$ cat config.mk
export PLATFORM = sky130hd
export DESIGN_NAME = smm_ctrl
export DESIGN_NICKNAME = d
export VERILOG_FILES = /design/src/smm_pkg.sv /design/src/smm_ctrl.sv
export SDC_FILE = /design/constraint.sdc
export NUM_CORES = 1
export LEC_CHECK = 0
export ABC_AREA = 1
export BUFFER_PORTS_ARGS = -buffer_cell sky130_fd_sc_hd__buf_2
export CORE_MARGIN = 4
export CORE_UTILIZATION = 40
export CTS_BUF_LIST = sky130_fd_sc_hd__clkbuf_8
export DETAILED_ROUTE_END_ITERATION = 8
export GPL_TIMING_DRIVEN = 0
export PLACE_DENSITY = 0.62
export SETUP_SLACK_MARGIN = 0.02
export SYNTH_ARGS = -nofsm -noshare
export SYNTH_HDL_FRONTEND = slang
export SYNTH_SLANG_ARGS = --single-unit
export TNS_END_PERCENT = 20
$ cat constraint.sdc
create_clock -name i_clk -period 1.47 [get_ports i_clk]
set_clock_uncertainty 0.15 [all_clocks]
set_input_delay 0.294 -clock i_clk [delete_from_list [all_inputs] [get_ports i_clk]]
set_output_delay 0.294 -clock i_clk [all_outputs]
set_load 0.005 [all_outputs]
$ cat src/smm_pkg.sv
// ============================================================================
// smm_pkg
// Shared types and constants of the spectral moment block: the controller
// states and the command and status groups between controller and datapath.
// ============================================================================
package smm_pkg;

    // Configuration register indexes.
    localparam logic [1:0] CFG_CHANNEL_COUNT = 2'd0;
    localparam logic [1:0] CFG_ZERO_OFFSET   = 2'd1;
    localparam logic [1:0] CFG_CHANNEL_STEP  = 2'd2;

    // The square root unit works on a 64-bit radicand, two radicand bits a step.
    localparam int SQ_STEPS = 32;

    typedef enum logic [3:0] {
        S_ACC,
        S_PREP,
        S_EMPTY,
        S_DIVQ,
        S_STQ,
        S_DIVE,
        S_MUL1,
        S_MUL2,
        S_SQ1,
        S_MUL3,
        S_MUL4,
        S_LOAD2,
        S_SQ2,
        S_FIN,
        S_OUT
    } t_state;

    // Commands from the controller to the datapath.
    typedef struct packed {
        logic acc_open;
        logic prep;
        logic div_step;
        logic store_q;
        logic mul1;
        logic mul2;
        logic sq_step;
        logic mul3;
        logic mul4;
        logic load2;
        logic fin;
        logic empty;
        logic out_load;
    } t_cmd;

    // Status from the datapath to the controller.
    typedef struct packed {
        logic end_accept;
        logic s0_zero;
        logic out_free;
    } t_stat;

endpackage

$ cat src/smm_ctrl.sv
// ============================================================================
// smm_ctrl
// Sequencer of the moment block: accumulation phase, the two serial
// divisions, the two square roots and the multiply steps between them.
// ============================================================================
module smm_ctrl import smm_pkg::*; #(
    parameter int DIV_STEPS = 80
) (
    input  logic  i_clk,
    input  logic  i_rst_n,
    input  t_stat i_stat,
    output t_cmd  o_cmd
);

    localparam int CNTW = $clog2(DIV_STEPS);

    t_state            r_state, n_state;
    logic [CNTW-1:0]   r_cnt, n_cnt;
    logic              w_div_done, w_sq_done, w_counting;

    assign w_div_done = (r_cnt == CNTW'(DIV_STEPS - 1));
    assign w_sq_done  = (r_cnt == CNTW'(SQ_STEPS - 1));
    assign w_counting = (r_state == S_DIVQ) || (r_state == S_DIVE) ||
                        (r_state == S_SQ1) || (r_state == S_SQ2);

    // Step counter for the iterative units.
    always_comb begin
        n_cnt = '0;
        if (w_counting) begin
            if (((r_state == S_DIVQ || r_state == S_DIVE) && w_div_done) ||
                ((r_state == S_SQ1 || r_state == S_SQ2) && w_sq_done)) begin
                n_cnt = '0;
            end else begin
                n_cnt = r_cnt + 1'b1;
            end
        end
    end

    // Next state.
    always_comb begin
        n_state = r_state;
        unique case (r_state)
            S_ACC:   if (i_stat.end_accept) n_state = S_PREP;
            S_PREP:  n_state = i_stat.s0_zero ? S_EMPTY : S_DIVQ;
            S_EMPTY: n_state = S_OUT;
            S_DIVQ:  if (w_div_done) n_state = S_STQ;
            S_STQ:   n_state = S_DIVE;
            S_DIVE:  if (w_div_done) n_state = S_MUL1;
            S_MUL1:  n_state = S_MUL2;
            S_MUL2:  n_state = S_SQ1;
            S_SQ1:   if (w_sq_done) n_state = S_MUL3;
            S_MUL3:  n_state = S_MUL4;
            S_MUL4:  n_state = S_LOAD2;
            S_LOAD2: n_state = S_SQ2;
            S_SQ2:   if (w_sq_done) n_state = S_FIN;
            S_FIN:   n_state = S_OUT;
            S_OUT:   if (i_stat.out_free) n_state = S_ACC;
            default: n_state = S_ACC;
        endcase
    end

    // Command outputs.
    always_comb begin
        o_cmd = '0;
        unique case (r_state)
            S_ACC:   o_cmd.acc_open = 1'b1;
            S_PREP:  o_cmd.prep     = 1'b1;
            S_EMPTY: o_cmd.empty    = 1'b1;
            S_DIVQ:  o_cmd.div_step = 1'b1;
            S_STQ:   o_cmd.store_q  = 1'b1;
            S_DIVE:  o_cmd.div_step = 1'b1;
            S_MUL1:  o_cmd.mul1     = 1'b1;
            S_MUL2:  o_cmd.mul2     = 1'b1;
            S_SQ1:   o_cmd.sq_step  = 1'b1;
            S_MUL3:  o_cmd.mul3     = 1'b1;
            S_MUL4:  o_cmd.mul4     = 1'b1;
            S_LOAD2: o_cmd.load2    = 1'b1;
            S_SQ2:   o_cmd.sq_step  = 1'b1;
            S_FIN:   o_cmd.fin      = 1'b1;
            S_OUT:   o_cmd.out_load = i_stat.out_free;
            default: o_cmd = '0;
        endcase
    end

    // State and counter registers.
    always_ff @(posedge i_clk) begin
        if (!i_rst_n) begin
            r_state <= S_ACC;
            r_cnt   <= '0;
        end else begin
            r_state <= n_state;
            r_cnt   <= n_cnt;
        end
    end

    // A result is only moved to the output register when that register can take it.
    a_out_load_free: assert property (@(posedge i_clk) disable iff (!i_rst_n)
        o_cmd.out_load |-> i_stat.out_free)
        else $error("result loaded while output register is occupied");

endmodule

==> flow_summary.ini, run 1 <==
[outcome]
outcome = finished with violations
violations = negative setup slack

[hold_path]
worstHoldStart = i_rst_n
worst_hold_path_type = in2reg

[detailed_routing]
drt_wl_total_mm = 1.78
viasPerCell = 4.59
firstDrtPassIters = 4
drc_errors = 0
vias = 781
drt_iter0_drc = 4
drtAntennaViolNets = 0
wl_per_cell_um = 10.5

[sta]
finalMaxSlewViolations = 0
max-slew-margin-rel = 0.871
min_period_ns = 1.53
setup_viol_count_final = 13
hold_viol = 0
fmax_mhz = 653
worstMarginPinSlew_ns = 0.191
setup_ws_ns = -0.0617
fin_tns_setup_ns = -0.375
finalHoldWorstSlack_ns = 0.187
rsz0062_at_grt = true
fin_crit_sh = 1.04

[power_and_ir_drop]
p_total_uw = 1860
power.density_nw_per_um2 = 1690
ir_drop_mv = 1.00
leakagePower_uw = 0.000511
internal_power_uw = 1020
p_switching_uw = 843
comb_power_share = 0.583
pwr-share-clk = 0.158
swShare = 0.454
seqPwrFrac = 0.259

[critical_path]
path_class = reg2out
crit_path_start_kind = flop
crit_chain = buf_8, nor2_4, nand2_2, inv_2, buf_6
end_kind = primary output
cp.arrival_ns = 1.09
r2r_start = r_state[1]$_SDFFE_PN0P_
slowest_stage = dfxtp_2
critPathMaxFanout = 7
critPathMaxStageDelay_ns = 0.32
cp.required_ns = 1.03
r2r_setup_slack_ns = 0.02
r2r_end = r_state[2]$_SDFFE_PN0P_
reg2reg_depth = 10
cp-startpoint = r_state[1]$_SDFFE_PN0P_
endpoint = o_cmd[6]

[die]
io_pins = 18
dieHeight_um = 51.9
num_rows = 15
dieArea_sq_um = 2690
core_sq_um = 1780
die_width_um = 51.9
initial_core_util = 0.432

[synthesis]
synth_edf_count = 0
syn_inst = 118
yosysMostFrequentCell = nor2_1
ys_seq_area_frac = 0.286
netlist_area_sq_um = 769
synthesis.nets = 124
synthTopCellsByArea = dfxtp_1 (29%), nor2_1 (14%), nand2_1 (9.8%)
ys_async_sr_fraction = 0
yosys_warnings = 0
synth_top_area_frac = 0.286
syn_area_per_cell_sq_um = 6.52
synth-seq-cells = 11
yosysTopAreaCell = dfxtp_1
synth_ff_type = dfxtp_1
synthTopCellsByCount = nor2_1 (29), nand2_1 (20), inv_1 (16)
synthDistinctLibCells = 27

[clocking]
hold_buffers = 0
cts_max_path_buffers = 2
htree_levels = 1
clkSlewWorstSetupHoldPaths_ns = 0.05
ctsRootBufferMaster = clkbuf_8
cts_tree = built
cts_buffers = 3
clock-sinks = 11
clk_latency_ns = 0.24

[job]
drv_cap = 0

[cells_and_area]
nets = 152
num-fill-cells = 163
drive_gt1_frac = 0.524
antenna_cells = 0
area_delta_synth_final_pct = 43.1

[global_routing]
grt_max_degree = 8
antenna_found_initial = 0
track_usage = 0.158
grt_first_pass_wirelength_mm = 3.15
first_global_vias = 808
overflow = 0

[placed_design]
dp.final_hpwl_mm = 1.31
globalplace.congestion = 0.813
portBuffers = 17
[placed cells by master (no fill, tap or decap)]
| master | count |
|---|---|
| dfxtp_4 | 3 |
| o21ai_4 | 1 |
| a21oi_1 | 1 |
| clkbuf_8 | 3 |
| xor2_1 | 3 |
| inv_1 | 10 |
| dfxtp_2 | 3 |
| o21a_1 | 1 |
| buf_2 | 16 |
| inv_6 | 1 |
| a21oi_2 | 1 |
| nand3_4 | 1 |
| o21ai_0 | 2 |
| nand2_4 | 5 |
| nor2_4 | 5 |
| buf_4 | 6 |
| buf_6 | 1 |
| xnor2_1 | 1 |
| nand3_2 | 2 |
| ha_4 | 1 |
| dfxtp_1 | 5 |
| nand2_1 | 16 |
| nand2_2 | 6 |
| buf_8 | 1 |
| nor3_2 | 1 |
| inv_2 | 8 |
| clkinv_1 | 1 |
| nor3b_1 | 1 |
| nand3b_1 | 1 |
| a21boi_0 | 1 |
| nand3_1 | 7 |
| nor2_1 | 19 |
| nor2_2 | 9 |
| inv_4 | 1 |
| clkinv_2 | 1 |
[metrics by stage]
stage                util  cells  setup WS (ns)  instance area (sq um)
finish              0.618    170        -0.0617                   1100
global placement    0.497    160        -0.0442                    886
floorplan               -    118         0.0739                    769
global route        0.618    170         -0.125                   1100
CTS                 0.568    168        -0.0623                   1010
detailed placement  0.497    160        -0.0342                    886
[what timing repair did]
action	in CTS	in global routing
endpoints found under the setup margin	17	24
resized for setup	21	25
pin swaps	5	5
buffers inserted	4	2
[kinds of logic (layout without fill, tap and decap cells)]
group,Yosys count,count (layout),share of synthesized area
buf+inv,22,49,0.119
fa+ha+maj,1,1,0.0163
simple gates,73,73,0.462
xor+xnor,4,4,0.0455
flops,11,11,0.286
compound gates,7,7,0.0716
[sequential cells by signal, summed over array words and instances, names as in the netlist]
signal	count
r_state	4
r_cnt	7
[worst min-delay path by stage]
stage | endpoint | slack (ns) | cells after the start
3_3_place_gp | r_cnt[0]$_SDFF_PP0_ | 0.29 | 1
5_1_grt | r_state[3]$_SDFFE_PN0P_ | 0.20 | 3
3_5_place_dp | r_cnt[0]$_SDFF_PP0_ | 0.29 | 1
4_1_cts | r_state[2]$_SDFFE_PN0P_ | 0.19 | 3
6_report | r_state[3]$_SDFFE_PN0P_ | 0.19 | 3
2_1_floorplan | r_state[2]$_SDFFE_PN0P_ | 0.26 | 2
[layout make-up]
| cell class | count | area, sq um | share of cell area |
|---|---|---|---|
| Tap cell | 25 | 31.3 | 0.0284 |
| Clock inverter | 1 | 3.75 | 0.00341 |
| Timing Repair Buffer | 23 | 136 | 0.124 |
| Multi-Input combinational cell | 85 | 551 | 0.500 |
| Sequential cell | 11 | 235 | 0.214 |
| Clock buffer | 3 | 41.3 | 0.0375 |
| Inverter | 21 | 87.6 | 0.0795 |
| Buffer | 1 | 15.0 | 0.0136 |
[power groups by stage]
| stage | clock network, uW | registers (uW) | logic [uW] |
|---|---|---|---|
| finish | 293 | 481 | 1080 |
| global route | 323 | 493 | 1210 |
| CTS | 302 | 454 | 923 |
| detailed placement | 0 | 431 | 805 |
| global placement | 0 | 429 | 798 |
| floorplan | 0 | 409 | 628 |
[critical path, delay by kind of cell, from the launching register on]
kind                   cells  cell delay (ns)
buffers and inverters      3             0.32
DFF                        1             0.32
and+or+nand+nor            2             0.21
[routing by layer]
| layer | wire length, um | up-vias | share of wire | global-route usage |
|---|---|---|---|---|
| met4 | 33 | 0 | 0.019 | 0.0742 |
| li1 | - | 409 | - | - |
| met5 | 0 | - | 0 | 0 |
| met1 | 802 | 356 | 0.45 | 0.174 |
| met2 | 879 | 10 | 0.49 | 0.268 |
| met3 | 65 | 6 | 0.037 | 0.0544 |
(Power assumes the default switching activity.)
==> run 2, diff against run 1 <==
- PLACE_DENSITY: 0.62 -> default
- PLACE_DENSITY_LB_ADDON: default -> 0.12
==> run 2 against run 1 <==
  * The run still ends with negative setup slack left
  * Flip-flop and latch count did not move
  * Die area did not move
  * Critical path type unchanged
  * Global-route usage fell by 1.2 points
  * Utilization fell by 0.35 points
  * Critical path depth did not move
  * Critical endpoint is now o_cmd[9]
  * Sequential share of layout area rose by 0.12 points
  * Non-clock buffer count rose by 1
  * Wire length fell by 6.0%
  * Worst setup slack improved by 0.018 ns
==> flow_summary.ini, run 2 (synthesized netlist as in run 1, its figures left out) <==
[outcome]
outcome = finished with violations
violations = negative setup slack

[critical_path]
end_kind = primary output
critPathMaxStageDelay_ns = 0.32
cp.arrival_ns = 1.07
critPathMaxFanout = 7
path_class = reg2out
slowest_stage = dfxtp_2
crit_chain = buf_8, nor2_4, inv_2, nor2_1, buf_2
cp.required_ns = 1.03
crit_path_start_kind = flop

[clocking]
cts_tree = built
clk_latency_ns = 0.24
cts_max_path_buffers = 2
htree_levels = 1
clock-sinks = 11
cts_buffers = 3
ctsRootBufferMaster = clkbuf_8
clkSlewWorstSetupHoldPaths_ns = 0.05

[die]
num_rows = 15
initial_core_util = 0.432
dieHeight_um = 51.9
core_sq_um = 1780
dieArea_sq_um = 2690
die_width_um = 51.9
io_pins = 18

[cells_and_area]
final_cell_area_sq_um = 1090
finalNonFillerCells = 171
layout_commonest_cell = nor2_1
drive_gt1_frac = 0.466
reg_top3 = r_cnt: 7 flops, r_state: 4 flops
antenna_cells = 0
final_cell_mix = nor2_1 (23), nand2_1 (17), buf_2 (16)
nets = 153
largest_reg_flops = 7
area_delta_synth_final_pct = 42.3
num-fill-cells = 166
largest_register = r_cnt

[detailed_routing]
drt_iter0_drc = 13
drtAntennaViolNets = 0
wl_per_cell_um = 9.78
drt_wl_total_mm = 1.67
viasPerCell = 4.42
drc_errors = 0
vias = 756
firstDrtPassIters = 6

[sta]
max-slew-margin-rel = 0.862
setup_viol_count_final = 8
worstMarginPinSlew_ns = 0.205
rsz0062_at_grt = true
setup_ws_ns = -0.0441
min_period_ns = 1.51
hold_viol = 0
finalMaxSlewViolations = 0
fin_crit_sh = 1.03
fmax_mhz = 660

[power_and_ir_drop]
ir_drop_mv = 1.15
leakagePower_uw = 0.000518
power.density_nw_per_um2 = 1710
p_total_uw = 1870

[global_routing]
overflow = 0
track_usage = 0.146
antenna_found_initial = 0
first_global_vias = 707
grt_max_degree = 8
grt_first_pass_wirelength_mm = 2.95

[job]
drv_cap = 0

[placed_design]
numPlacedInstances = 160
dp.final_hpwl_mm = 1.25
placed_cell_area_sq_um = 886
globalplace.congestion = 0.782
portBuffers = 17

[hold_path]
worst_hold_path_type = in2reg
run 2: area by class of cell:
| type | instances | area, sq um | area share |
|---|---|---|---|
| Multi-Input combinational cell | 85 | 539 | 0.493 |
| Timing Repair Buffer | 24 | 144 | 0.131 |
| Clock inverter | 1 | 3.75 | 0.00343 |
| Sequential cell | 11 | 235 | 0.215 |
| Clock buffer | 3 | 41.3 | 0.0377 |
| Buffer | 1 | 15.0 | 0.0137 |
| Inverter | 21 | 85.1 | 0.0777 |
| Tap cell | 25 | 31.3 | 0.0286 |
run 2: what timing repair did:
action,in CTS,in global routing
resized for setup,22,14
buffers inserted,5,2
hold buffers,0,0
setup endpoints to repair,23,24
pin swaps,5,5
endpoints found under the hold margin,0,0
run 2: critical path, delay by kind of cell (launching register included):
family | cells | cell delay, ns
flops | 1 | 0.32
simple gates | 2 | 0.21
buf+inv | 3 | 0.31
run 2: metal layers:
metal,global-route usage,part of all wire,up-vias
met5,0,0,-
met4,0.0262,0.0078,0
met3,0.0544,0.062,2
met2,0.241,0.47,18
met1,0.182,0.46,322
li1,-,-,414
run 2: power by group:
| part | internal [uW] | total [uW] | leakage (uW) | switching (uW) |
|---|---|---|---|---|
| clock | 183 | 295 | 0.0000269 | 112 |
| combinational | 494 | 1120 | 0.000398 | 622 |
| sequential | 378 | 464 | 0.0000928 | 86.0 |
run 2: per-stage QoR:
stage	hold slack, ns	worst slack, ns	utilization	TNS, ns
floorplan	0.265	0.0739	-	0
detailed placement	0.298	-0.0514	0.497	-0.159
global route	0.196	-0.117	0.614	-1.34
CTS	0.178	-0.0692	0.573	-0.369
global placement	0.284	-0.0305	0.497	-0.0872
finish	0.181	-0.0441	0.614	-0.238
run 2: worst paths after layout:
check	startpoint	to	slack (ns)	cells after the start
worst min register to register	r_cnt[0]$_SDFF_PP0_	r_cnt[0]$_SDFF_PP0_	0.29	1
worst max register to register	r_state[1]$_SDFFE_PN0P_	r_state[2]$_SDFFE_PN0P_	0.02	10
worst max-delay path	r_state[1]$_SDFFE_PN0P_	o_cmd[9]	-0.04	5
worst min-delay path	i_rst_n	r_state[3]$_SDFFE_PN0P_	0.18	3
